**src/rtl/plt_pkg.sv**
```systemverilog
package plt_pkg;

  localparam int DEF_ENTRIES = 4;
  localparam int SLOT_W      = 4;
  localparam int COUNT_W     = 5;
  localparam int CODE_W      = 24;
  localparam int NUM_W       = 10;

  localparam logic [CODE_W-1:0] CLEAR_CODE = 24'hFFFFFF;
  localparam logic [3:0]        NIB_F      = 4'hF;

  typedef enum logic [2:0] {
    OP_ADD     = 3'd0,
    OP_REM_VAL = 3'd1,
    OP_REM_IDX = 3'd2,
    OP_FIND    = 3'd3,
    OP_LOAD    = 3'd4,
    OP_READ    = 3'd5
  } op_e_t;

  typedef enum logic [1:0] {
    ST_IDLE = 2'd0,
    ST_EXEC = 2'd1,
    ST_DONE = 2'd2
  } state_t;

  // mcc in the top bits, flag in bit 0
  typedef struct packed {
    logic [NUM_W-1:0] mcc;
    logic [NUM_W-1:0] mnc;
    logic             flag;
  } entry_t;

  // broadcast from the controller to every cell
  typedef struct packed {
    logic              exec;
    logic [2:0]        op;
    entry_t            val;
    entry_t            load_val;
    logic [SLOT_W-1:0] slot;
    logic              slot_ok;
  } cell_cmd_t;

  // leading decimal digits, stopping at the first nibble above 9
  function automatic logic [NUM_W-1:0] parse_digits(input logic [3:0] d0,
                                                    input logic [3:0] d1,
                                                    input logic [3:0] d2,
                                                    input logic three);
    logic [3:0]       d [3];
    logic [NUM_W-1:0] v;
    logic             stop;
    d[0] = d0;
    d[1] = d1;
    d[2] = d2;
    v    = '0;
    stop = 1'b0;
    for (int i = 0; i < 3; i++) begin
      if (!stop && (i < 2 || three)) begin
        if (d[i] > 4'd9) begin
          stop = 1'b1;
        end else begin
          v = (v * NUM_W'(10)) + NUM_W'(d[i]);
        end
      end
    end
    return v;
  endfunction

  function automatic entry_t from_code(input logic [CODE_W-1:0] code);
    logic [3:0] c [6];
    entry_t     e;
    logic       two;
    for (int i = 0; i < 6; i++) begin
      c[i] = code[23 - 4*i -: 4];
    end
    two    = (c[2] == NIB_F);
    e.mcc  = parse_digits(c[1], c[0], c[3], 1'b1);
    e.mnc  = parse_digits(c[5], c[4], c[2], !two);
    e.flag = two;
    if (code == CLEAR_CODE) begin
      e = '0;
    end
    return e;
  endfunction

  // hundreds (mod 10), tens and ones of a 10-bit value
  function automatic logic [11:0] to_bcd3(input logic [NUM_W-1:0] v);
    logic [15:0] p;
    logic [3:0]  q;
    logic [10:0] r;
    logic [14:0] pt;
    logic [3:0]  t;
    logic [6:0]  o;
    logic [3:0]  h;
    p = 16'(v) * 16'd41;
    q = p[15:12];
    r = 11'(v) - (11'(q) * 11'd100);
    if (r >= 11'd100) begin
      q = q + 4'd1;
      r = r - 11'd100;
    end
    h  = (q >= 4'd10) ? q - 4'd10 : q;
    pt = 15'(r[6:0]) * 15'd205;
    t  = pt[14:11];
    o  = r[6:0] - (7'(t) * 7'd10);
    if (o >= 7'd10) begin
      t = t + 4'd1;
      o = o - 7'd10;
    end
    return {h, t, o[3:0]};
  endfunction

  function automatic logic [CODE_W-1:0] to_code(input entry_t e);
    logic [11:0] a;
    logic [11:0] b;
    logic [3:0]  s3;
    logic [3:0]  s4;
    logic [3:0]  s5;
    a = to_bcd3(e.mcc);
    b = to_bcd3(e.mnc);
    if (e.flag) begin
      s3 = b[7:4];
      s4 = b[3:0];
      s5 = NIB_F;
    end else begin
      s3 = b[11:8];
      s4 = b[7:4];
      s5 = b[3:0];
    end
    if (e.mcc == '0 && e.mnc == '0) begin
      return CLEAR_CODE;
    end
    return {a[7:4], a[11:8], s5, a[3:0], s4, s3};
  endfunction

endpackage

```
**src/rtl/plmn_list_table_core.sv**
```systemverilog
// Channel | Port group         | Transfer carries
// --------+--------------------+----------------------------------------------
// input   | in_tvalid/tready   | one list operation (op, value, slot, code)
// result  | out_tvalid/tready  | one result per operation (ok, slot, count,
//         |                    | code)
//
// Each operation passes through the execute state, in which every cell of the
// slot chain compares, shifts or writes its entry, and the done state, which
// forms the code and the entry count into the output register. A new operation
// is taken in the done state of the previous one when the output register is
// free. Reset clears all slots at once. A stalled result holds the block in its
// done state; no operation is taken until the result can be stored.
module plmn_list_table_core #(
  parameter int ENTRIES = plt_pkg::DEF_ENTRIES
) (
  input  logic        clk,
  input  logic        rst_n,
  input  logic        in_tvalid,
  output logic        in_tready,
  input  logic [47:0] in_tdata,   // mcc[9:0], mnc[19:10], slot[23:20], code_in[47:24]
  input  logic [3:0]  in_tuser,   // op[2:0], two_digit_mnc[3]
  output logic        out_tvalid,
  input  logic        out_tready,
  output logic [39:0] out_tdata,  // found_slot[3:0], entry_count[8:4], code_out[32:9]
  output logic [0:0]  out_tuser   // ok[0]
);
  import plt_pkg::*;

  localparam int IDX_W = (ENTRIES > 1) ? $clog2(ENTRIES) : 1;

  state_t state_r, state_nxt;

  logic [2:0]        op_r;
  entry_t            val_r;
  logic [SLOT_W-1:0] slot_r;
  logic [CODE_W-1:0] code_in_r;

  logic              ok_r, ok_nxt;
  logic [SLOT_W-1:0] found_r, found_nxt;
  entry_t            rd_r, rd_nxt;

  logic              out_valid_r, out_valid_nxt;
  logic              out_ok_r;
  logic [SLOT_W-1:0] out_found_r;
  logic [COUNT_W-1:0] out_count_r;
  logic [CODE_W-1:0] out_code_r;

  logic              in_acc;
  logic              out_load;
  logic              slot_ok;
  cell_cmd_t         cmd;

  entry_t            entry_w [ENTRIES];
  logic [ENTRIES-1:0] hit_w;
  logic [ENTRIES-1:0] clr_w;
  logic [ENTRIES:0]  match_chain;
  logic [ENTRIES:0]  clear_chain;

  logic [COUNT_W-1:0] count;
  logic [CODE_W-1:0]  code_res;

  assign slot_ok = ({1'b0, slot_r} < (SLOT_W + 1)'(ENTRIES));

  always_comb begin
    cmd.exec     = (state_r == ST_EXEC);
    cmd.op       = op_r;
    cmd.val      = val_r;
    cmd.load_val = from_code(code_in_r);
    cmd.slot     = slot_r;
    cmd.slot_ok  = slot_ok;
  end

  assign match_chain[0] = 1'b0;
  assign clear_chain[0] = 1'b0;

  for (genvar i = 0; i < ENTRIES; i++) begin : g_cell
    entry_t next_e;
    if (i == ENTRIES - 1) begin : g_last
      assign next_e = '0;
    end else begin : g_mid
      assign next_e = entry_w[i+1];
    end

    plt_cell #(
      .IDX (i)
    ) u_cell (
      .clk          (clk),
      .rst_n        (rst_n),
      .cmd          (cmd),
      .next_entry   (next_e),
      .match_before (match_chain[i]),
      .clear_before (clear_chain[i]),
      .any_match    (match_chain[ENTRIES]),
      .entry        (entry_w[i]),
      .hit          (hit_w[i]),
      .clr          (clr_w[i])
    );

    assign match_chain[i+1] = match_chain[i] | hit_w[i];
    assign clear_chain[i+1] = clear_chain[i] | clr_w[i];
  end

  // result flags and read data, sampled in the cell update cycle
  always_comb begin
    ok_nxt    = 1'b0;
    found_nxt = '0;
    rd_nxt    = '0;
    if (slot_ok) rd_nxt = entry_w[slot_r[IDX_W-1:0]];
    case (op_r)
      OP_ADD:     ok_nxt = match_chain[ENTRIES] | clear_chain[ENTRIES];
      OP_REM_VAL: ok_nxt = match_chain[ENTRIES];
      OP_REM_IDX: ok_nxt = slot_ok;
      OP_FIND: begin
        ok_nxt = match_chain[ENTRIES];
        for (int i = 0; i < ENTRIES; i++) begin
          if (hit_w[i] && !match_chain[i]) found_nxt = SLOT_W'(i);
        end
      end
      OP_LOAD:    ok_nxt = slot_ok;
      OP_READ:    ok_nxt = slot_ok;
      default:    ok_nxt = 1'b0;
    endcase
  end

  always_comb begin
    count = '0;
    for (int i = 0; i < ENTRIES; i++) begin
      count = count + COUNT_W'(!clr_w[i]);
    end
  end

  always_comb begin
    code_res = '0;
    if (op_r == OP_READ) code_res = ok_r ? to_code(rd_r) : CLEAR_CODE;
  end

  always_comb begin
    state_nxt = state_r;
    in_tready = 1'b0;
    out_load  = 1'b0;
    unique case (state_r)
      ST_IDLE: begin
        in_tready = 1'b1;
        if (in_tvalid) state_nxt = ST_EXEC;
      end
      ST_EXEC: begin
        state_nxt = ST_DONE;
      end
      ST_DONE: begin
        if (!out_valid_r || out_tready) begin
          out_load  = 1'b1;
          in_tready = 1'b1;
          state_nxt = in_tvalid ? ST_EXEC : ST_IDLE;
        end
      end
      default: begin
        state_nxt = ST_IDLE;
      end
    endcase
  end

  assign in_acc        = in_tvalid && in_tready;
  assign out_valid_nxt = out_load ? 1'b1 : (out_tready ? 1'b0 : out_valid_r);

  always_ff @(posedge clk) begin
    if (!rst_n) begin
      state_r     <= ST_IDLE;
      out_valid_r <= 1'b0;
    end else begin
      state_r     <= state_nxt;
      out_valid_r <= out_valid_nxt;
    end
  end

  always_ff @(posedge clk) begin
    if (in_acc) begin
      op_r       <= in_tuser[2:0];
      val_r.mcc  <= in_tdata[9:0];
      val_r.mnc  <= in_tdata[19:10];
      val_r.flag <= in_tuser[3];
      slot_r     <= in_tdata[23:20];
      code_in_r  <= in_tdata[47:24];
    end
    if (state_r == ST_EXEC) begin
      ok_r    <= ok_nxt;
      found_r <= found_nxt;
      rd_r    <= rd_nxt;
    end
    if (out_load) begin
      out_ok_r    <= ok_r;
      out_found_r <= found_r;
      out_count_r <= count;
      out_code_r  <= code_res;
    end
  end

  assign out_tvalid = out_valid_r;
  assign out_tdata  = {7'b0, out_code_r, out_count_r, out_found_r};
  assign out_tuser  = out_ok_r;

endmodule

```
**src/rtl/plt_cell.sv**
```systemverilog
module plt_cell #(
  parameter int IDX = 0
) (
  input  logic               clk,
  input  logic               rst_n,
  input  plt_pkg::cell_cmd_t cmd,
  input  plt_pkg::entry_t    next_entry,
  input  logic               match_before,
  input  logic               clear_before,
  input  logic               any_match,
  output plt_pkg::entry_t    entry,
  output logic               hit,
  output logic               clr
);
  import plt_pkg::*;

  entry_t entry_r;
  entry_t entry_nxt;

  assign entry = entry_r;
  assign hit   = (entry_r == cmd.val);
  assign clr   = (entry_r.mcc == '0) && (entry_r.mnc == '0);

  always_comb begin
    entry_nxt = entry_r;
    if (cmd.exec) begin
      unique case (cmd.op)
        OP_ADD: begin
          // fill only the first clear slot, and only when the value is absent
          if (!any_match && clr && !clear_before) entry_nxt = cmd.val;
        end
        OP_REM_VAL: begin
          if (match_before || hit) entry_nxt = next_entry;
        end
        OP_REM_IDX: begin
          if (cmd.slot_ok && cmd.slot <= SLOT_W'(IDX)) entry_nxt = next_entry;
        end
        OP_LOAD: begin
          if (cmd.slot_ok && cmd.slot == SLOT_W'(IDX)) entry_nxt = cmd.load_val;
        end
        default: begin
          entry_nxt = entry_r;
        end
      endcase
    end
  end

  always_ff @(posedge clk) begin
    if (!rst_n) begin
      entry_r <= '0;
    end else begin
      entry_r <= entry_nxt;
    end
  end

endmodule
```
**config.mk**
```make
export PLATFORM = sky130hd
export DESIGN_NAME = plmn_list_table_core
export DESIGN_NICKNAME = d
export VERILOG_FILES = /design/src/rtl/plt_pkg.sv /design/src/rtl/plmn_list_table_core.sv /design/src/rtl/plt_cell.sv
export SDC_FILE = /design/constraint.sdc
export NUM_CORES = 1
export LEC_CHECK = 0
export BUFFER_PORTS_ARGS = -buffer_cell sky130_fd_sc_hd__buf_2
export CAP_MARGIN = 20
export CORE_ASPECT_RATIO = 1.2
export CORE_MARGIN = 2
export CORE_UTILIZATION = 60
export CTS_CLUSTER_DIAMETER = 50
export DETAILED_ROUTE_END_ITERATION = 6
export PLACE_DENSITY = 0.79
export SLEW_MARGIN = 30
export SYNTH_ARGS = -nofsm -noshare
export SYNTH_HDL_FRONTEND = slang
export SYNTH_SLANG_ARGS = --single-unit
```
**constraint.sdc**
```tcl
create_clock -name clk -period 15.4 [get_ports clk]
set_input_delay 0.77 -clock clk [delete_from_list [all_inputs] [get_ports clk]]
set_output_delay 0.77 -clock clk [all_outputs]
set_load 0.005 [all_outputs]
```
* Yosys cells after proc, flatten, opt, wreduce, memory -nomap -nowiden
Cells that the tools add are included.
Word-level totals: bits of input ports 56, register bits 199, output and inout bits 43
Operators by class: reduce and logical (&&, ||, !) cells 65, equality and inequality tests 34, bitwise operators 9, muxes and demuxes 75, order comparisons 18, add/sub/neg operators 21, multiply operators 12
Operator list (count):
- 2-to-1 mux 21 bit | 19
- case mux 21 bit (4 select lines) | 4
- logical NOT 10 bit | 10
- equality test 21 bit | 4
- 2-to-1 mux 24 bit | 3
- 2-to-1 mux 10 bit | 7
- 2-to-1 mux 4 bit | 15
- binary-select mux 21 bit (select 2 bit) | 1
- multiplier 10 x 6 -> 16 bit (second input constant) | 2
- != test 2 x 1 -> 1 bit (second input constant) | 16
- adder 10 x 4 -> 10 bit | 3
- multiplier 10 x 3 -> 9 bit (second input constant) | 3
- multiplier 7 x 8 -> 15 bit (second input constant) | 2
- 2-to-1 mux 7 bit | 4
- logical AND 1 bit | 25
- equality test 24 bit (second input constant) | 1
- > comparator 4 bit (second input constant) | 6
- AND reduction 6 bit | 4
- >= comparator 11 x 7 -> 1 bit (second input constant) | 2
- subtractor 10 x 11 -> 11 bit | 2
- multiplier 4 x 5 -> 9 bit (second input constant) | 2
- adder 4 x 1 -> 4 bit (second input constant) | 4
- subtractor 4 bit (second input constant) | 4
- >= comparator 7 x 4 -> 1 bit (second input constant) | 2
- other kinds (41) | 89

* Logic depth before layout (Yosys ltp)
word-level depth 14, gate-level depth with buffers 54, mapped depth without buffers 54

* Modules after synthesis
A second synthesis with hierarchy kept.
Second synthesis, totals: cell total of the unflattened synthesis 1913, area, all modules 18189.9 um^2
Modules (own cells, without submodules):
- plmn_list_table_core | cells an instance 1185, instances 1, area each 12122.9 um^2
- plt_cell (g_cell[3].u_cell) | cells an instance 170, instances 1, area each 1576.5 um^2
- plt_cell (g_cell[0].u_cell) | cells an instance 214, instances 1, area each 1555.2 um^2
- plt_cell (g_cell[1].u_cell) | cells an instance 172, instances 1, area each 1473.9 um^2
- plt_cell (g_cell[2].u_cell) | cells an instance 172, instances 1, area each 1461.4 um^2

* Worst setup path after synthesis
Ideal clock, no wire load.
path type register to register, start register rd_r[12] in the netlist's numbering, end register out_code_r[20], data pin, arrival time 11605 ps, buffers on the path 0, period minus slack after synthesis 11875 ps, library setup time 270 ps, required time 15130 ps, slack 3525 ps, cell stages (with the launch flop) 51, path through edfxtp_1 ha_1 fa_1 ha_1 ha_1 nand4_1 o21bai_1 a21o_1 a21o_1 a21o_1 a21o_1 a2111oi_0 nor3_1 ha_1 ha_1 inv_1 fa_1 xor2_1 [15 not listed] inv_1 a2111oi_0 nand3b_1 o221a_2 xor2_1 ha_1 ha_1 inv_1 fa_1 ha_1 a21oi_1 xnor2_1 xnor3_1 xor2_1 xnor2_1 nor2_2 xor2_1 a21oi_1
Between the ends: word-level cells in the longest chain between the ends 13, elaborated cells between the ends (all ways) 19, those cells by class add/sub: 4; mul: 4; order compare: 2; mux: 7; reduce/logical: 2
Ends and longest elaborated chain:
- start, declared | line plmn_list_table_core.sv:40 | entry_t rd_r, rd_nxt;
- start signal, assigned | line plmn_list_table_core.sv:187 | rd_r <= rd_nxt;
- multiplier 10 x 6 -> 16 bit | line plt_pkg.sv:95 | p = 16'(v) * 16'd41;
- multiplier 4 x 5 -> 9 bit | line plt_pkg.sv:97 | r = 11'(v) - (11'(q) * 11'd100);
- subtractor 10 x 11 -> 11 bit | line plt_pkg.sv:97
- >= comparator 11 x 7 -> 1 bit or subtractor 7 bit (tied branches) | line plt_pkg.sv:98, plt_pkg.sv:100
- 2-to-1 mux 7 bit | line plt_pkg.sv:98 | if (r >= 11'd100) begin
- 2-to-1 mux 7 bit | line plmn_list_table_core.sv:134 | if (op_r == OP_READ) code_res = ok_r ? to_code(rd_r) : CLEAR_CODE;
- multiplier 7 x 8 -> 15 bit | line plt_pkg.sv:103 | pt = 15'(r[6:0]) * 15'd205;
- multiplier 4 x 3 -> 6 bit | line plt_pkg.sv:105 | o = r[6:0] - (7'(t) * 7'd10);
- subtractor 7 bit | line plt_pkg.sv:105
- >= comparator 7 x 4 -> 1 bit | line plt_pkg.sv:106 | if (o >= 7'd10) begin
- 2-to-1 mux 4 bit | line plt_pkg.sv:106
- 2-to-1 mux 24 bit * | line plt_pkg.sv:133 | return {a[7:4], a[11:8], s5, a[3:0], s4, s3};
- 2-to-1 mux 24 bit * | line plmn_list_table_core.sv:134
- end signal, assigned | line plmn_list_table_core.sv:193 | out_code_r <= code_res;
- end, declared | line plmn_list_table_core.sv:46 | logic [CODE_W-1:0] out_code_r;
Every way passes the cells marked *; elsewhere a longest branch is shown, timed or not. The select of a mux whose other input is x is not followed. A chain may end at the register's enable or synchronous reset.

* Final worst setup path
start register rd_r[12] in the netlist's numbering, end register out_code_r[22], data pin
The elaborated chain is that of the path after synthesis.

==> impl_metrics.yaml <==
run_status:
  status: "finished clean"
cells_and_area:
  nets: 2136
  final_cell_mix: "ha_1, a21oi_1, nand2_1"
  antennaDiodeCount: 0
  area_delta_synth_final_pct: 7.745
  final_common_cell: "ha_1"
  drive_gt1_share_pct: 11.39
synthesis:
  synth_edf_count: 106
  ys_seq_area_share_pct: 28.65
  synth.cell_area_mm2: 0.01719
  ys_warn_count: 0
  synth_cell_types: 96
  avgSynthCellArea_um2: 9.750
  async_flop_share_pct: 0
  yosys_most_used_dff: "edfxtp_1"
  ys_ff_latch: 193
  synthCells: 1763
worst_setup_path:
  startpoint_type: "flip-flop"
  critPathCaptureType: "flip-flop"
  worstSetupPathType: "flip-flop to flip-flop"
  crit_required_ps: 15560
  crit_path_frequent_cell: "ha_1"
  r2r_slack_ps: 1640
  slowest_stage: "nor3_1"
  arrival_ps: 13910
  crit_path_max_fanout: 7
  r2r_start: "rd_r[12]$_SDFFCE_PN0N_"
  r2r_cells: 50
  slowest_delay_ps: 740
  worst_r2r_endpoint: "out_code_r[22]$_SDFFCE_PP0P_"
global_routing:
  grt_max_degree: 88
  grt_overflow: 0
  antenna_found_initial: 0
  gr-usage-met3_pct: 3.799
  grt_busiest_layer: "met2"
  met2_usage_pct: 50.37
  grt_pass1_wl_um: 68850
  use_met1_pct: 34.36
  grt_pass1_vias: 13690
  grtUsageTotal_pct: 29.00
clock_tree:
  post_cts_resized: 0
  clkSinkCount: 193
  clock_path_buffers: 2
  cts_hold_buf: 0
  clk_latency_ps: 440
  cts_tree: "built"
  cts-buffers-inserted: 17
  h-tree-depth: 4
  cts.root.buffer_cell: "clkbuf_16"
  post_cts_buffers: 0
  clkSlewWorstSetupHoldPaths_ps: 80
timing:
  tightest_slew_ps: 892.1
  setup_viol: 0
  grt_setup_unrepaired: "false"
  fin_skew_ps: 12.49
  max_freq_ghz: 0.07270
  max_slew_margin_pct: 40.34
  totalNegativeSetupSlack_ps: 0
  fin_crit_sh_pct: 89.32
  fin_crit_ps: 13760
  report.final.slew_viol_count: 0
  hold_viol: 0
drt:
  wl_per_cell_um: 19.33
  dr.pass1.iters: 5
  drt_iter0_drc: 1026
  ant_nets: 0
  viasPerCell: 6.241
  wl_um: 42470
  route.detailed.drc: 0
  vias: 13710
floorplan:
  coreArea_mm2: 0.02808
  dieArea_mm2: 0.03002
  rows: 67
  die_x_um: 158.5
  initial_core_util_pct: 61.21
  io_pins: 99
  fp.dieH_um: 189.4
hold_path:
  min_to: "out_found_r[0]$_DFFE_PP_"
  hold_path_class: "flip-flop to flip-flop"
  worstHoldStart: "found_r[0]$_SDFFCE_PN0N_"
  holdPathStages: 0
placed_design:
  place_congestion: 0.9560
  numPortBuffers: 87
  hpwlAfterDp_um: 32780
flow_run:
  drv_cap: 0
==> cell usage after synthesis (41+ instances only) <==
library cell | count | share of area (%)
ha_1 | 234 | 17
a21oi_1 | 129 | 3.8
inv_1 | 126 | 2.8
nand2_1 | 126 | 2.8
xnor2_1 | 121 | 6.2
edfxtp_1 | 106 | 19
dfxtp_1 | 87 | 10
clkbuf_1 | 69 | 1.5
nor2_1 | 58 | 1.3
o21ai_0 | 58 | 1.7
xor2_1 | 54 | 2.8
o211a_1 | 53 | 3.1
nand3_1 | 48 | 1.4
fa_1 | 41 | 4.8
==> stage by stage <==
stage | util, % | hold WS [ps] | instance area (µm²) | setup slack (ps) | std cells
after floorplan | - | 400.3 | 17230 | 3525 | 1773
after global placement | 63.79 | 405.0 | 17910 | 2090 | 2164
after detailed placement | 63.86 | 404.5 | 17930 | 1791 | 2165
after CTS | 65.95 | 421.8 | 18520 | 1681 | 2197
after global routing | 65.95 | 440.1 | 18520 | 513.6 | 2197
final | 65.95 | 421.4 | 18520 | 1645 | 2197
==> routing by layer <==
layer / vias to the layer above / share of wire, %
met5: - / 0
met4: 0 / 5.8
met3: 161 / 5.2
met2: 527 / 50
met1: 6542 / 39
li1: 6482 / -
==> critical path: cells and delay by family, from the launching register on <==
family,cells,cell delay [ps]
adders and majority gates,17,5770
and+or+nand+nor,7,1990
buffers and inverters,5,290
xor gates and xnor gates,8,2080
AOI/OAI and AO/OA,13,2800
DFF,1,570
==> kinds of logic after synthesis <==
kind of cell,count (synthesis),share of synthesized area (%)
AO/OA/AOI/OAI,389,15.91
multiplexers,57,4.957
XOR/XNOR,184,9.950
flip-flops,193,28.65
other,1,0.02182
AND/OR/NAND/NOR,448,13.61
adder cells (fa/ha/maj),276,21.89
buffers and inverters,215,5.008
==> registers in the layout (all words and copies together) (netlist names), 3 cells and up <==
| register | count |
|---|---|
| slot_r | 4 |
| cmd | 21 |
| g_cell.u_cell.entry | 84 |
| out_count_r | 3 |
| op_r | 3 |
| code_in_r | 24 |
| rd_r | 21 |
| out_code_r | 24 |
==> layout make-up <==
type	count	area [µm²]
clock inverters	13	141.4
fillers	2229	9563
clock buffers	19	444.2
repair buffers	101	548.0
flip-flops and latches	193	4925
inverters	127	476.7
well taps	379	474.2
multi-input cells	1365	11510
==> how the worst max path moves through the flow <==
stage               cells past startpoint                   start                            to
global placement                       50  rd_r[12]$_SDFFCE_PN0N_  out_code_r[22]$_SDFFCE_PP0P_
global route                           50  rd_r[12]$_SDFFCE_PN0N_  out_code_r[22]$_SDFFCE_PP0P_
floorplan                              50  rd_r[12]$_SDFFCE_PN0N_  out_code_r[20]$_SDFFCE_PP0P_
detailed placement                     50  rd_r[12]$_SDFFCE_PN0N_  out_code_r[22]$_SDFFCE_PP0P_
CTS                                    50  rd_r[12]$_SDFFCE_PN0N_  out_code_r[22]$_SDFFCE_PP0P_
finish                                 50  rd_r[12]$_SDFFCE_PN0N_  out_code_r[22]$_SDFFCE_PP0P_
Power is not shown: default switching activity piles up to over one toggle a cycle in this logic, so the estimate is an artifact.
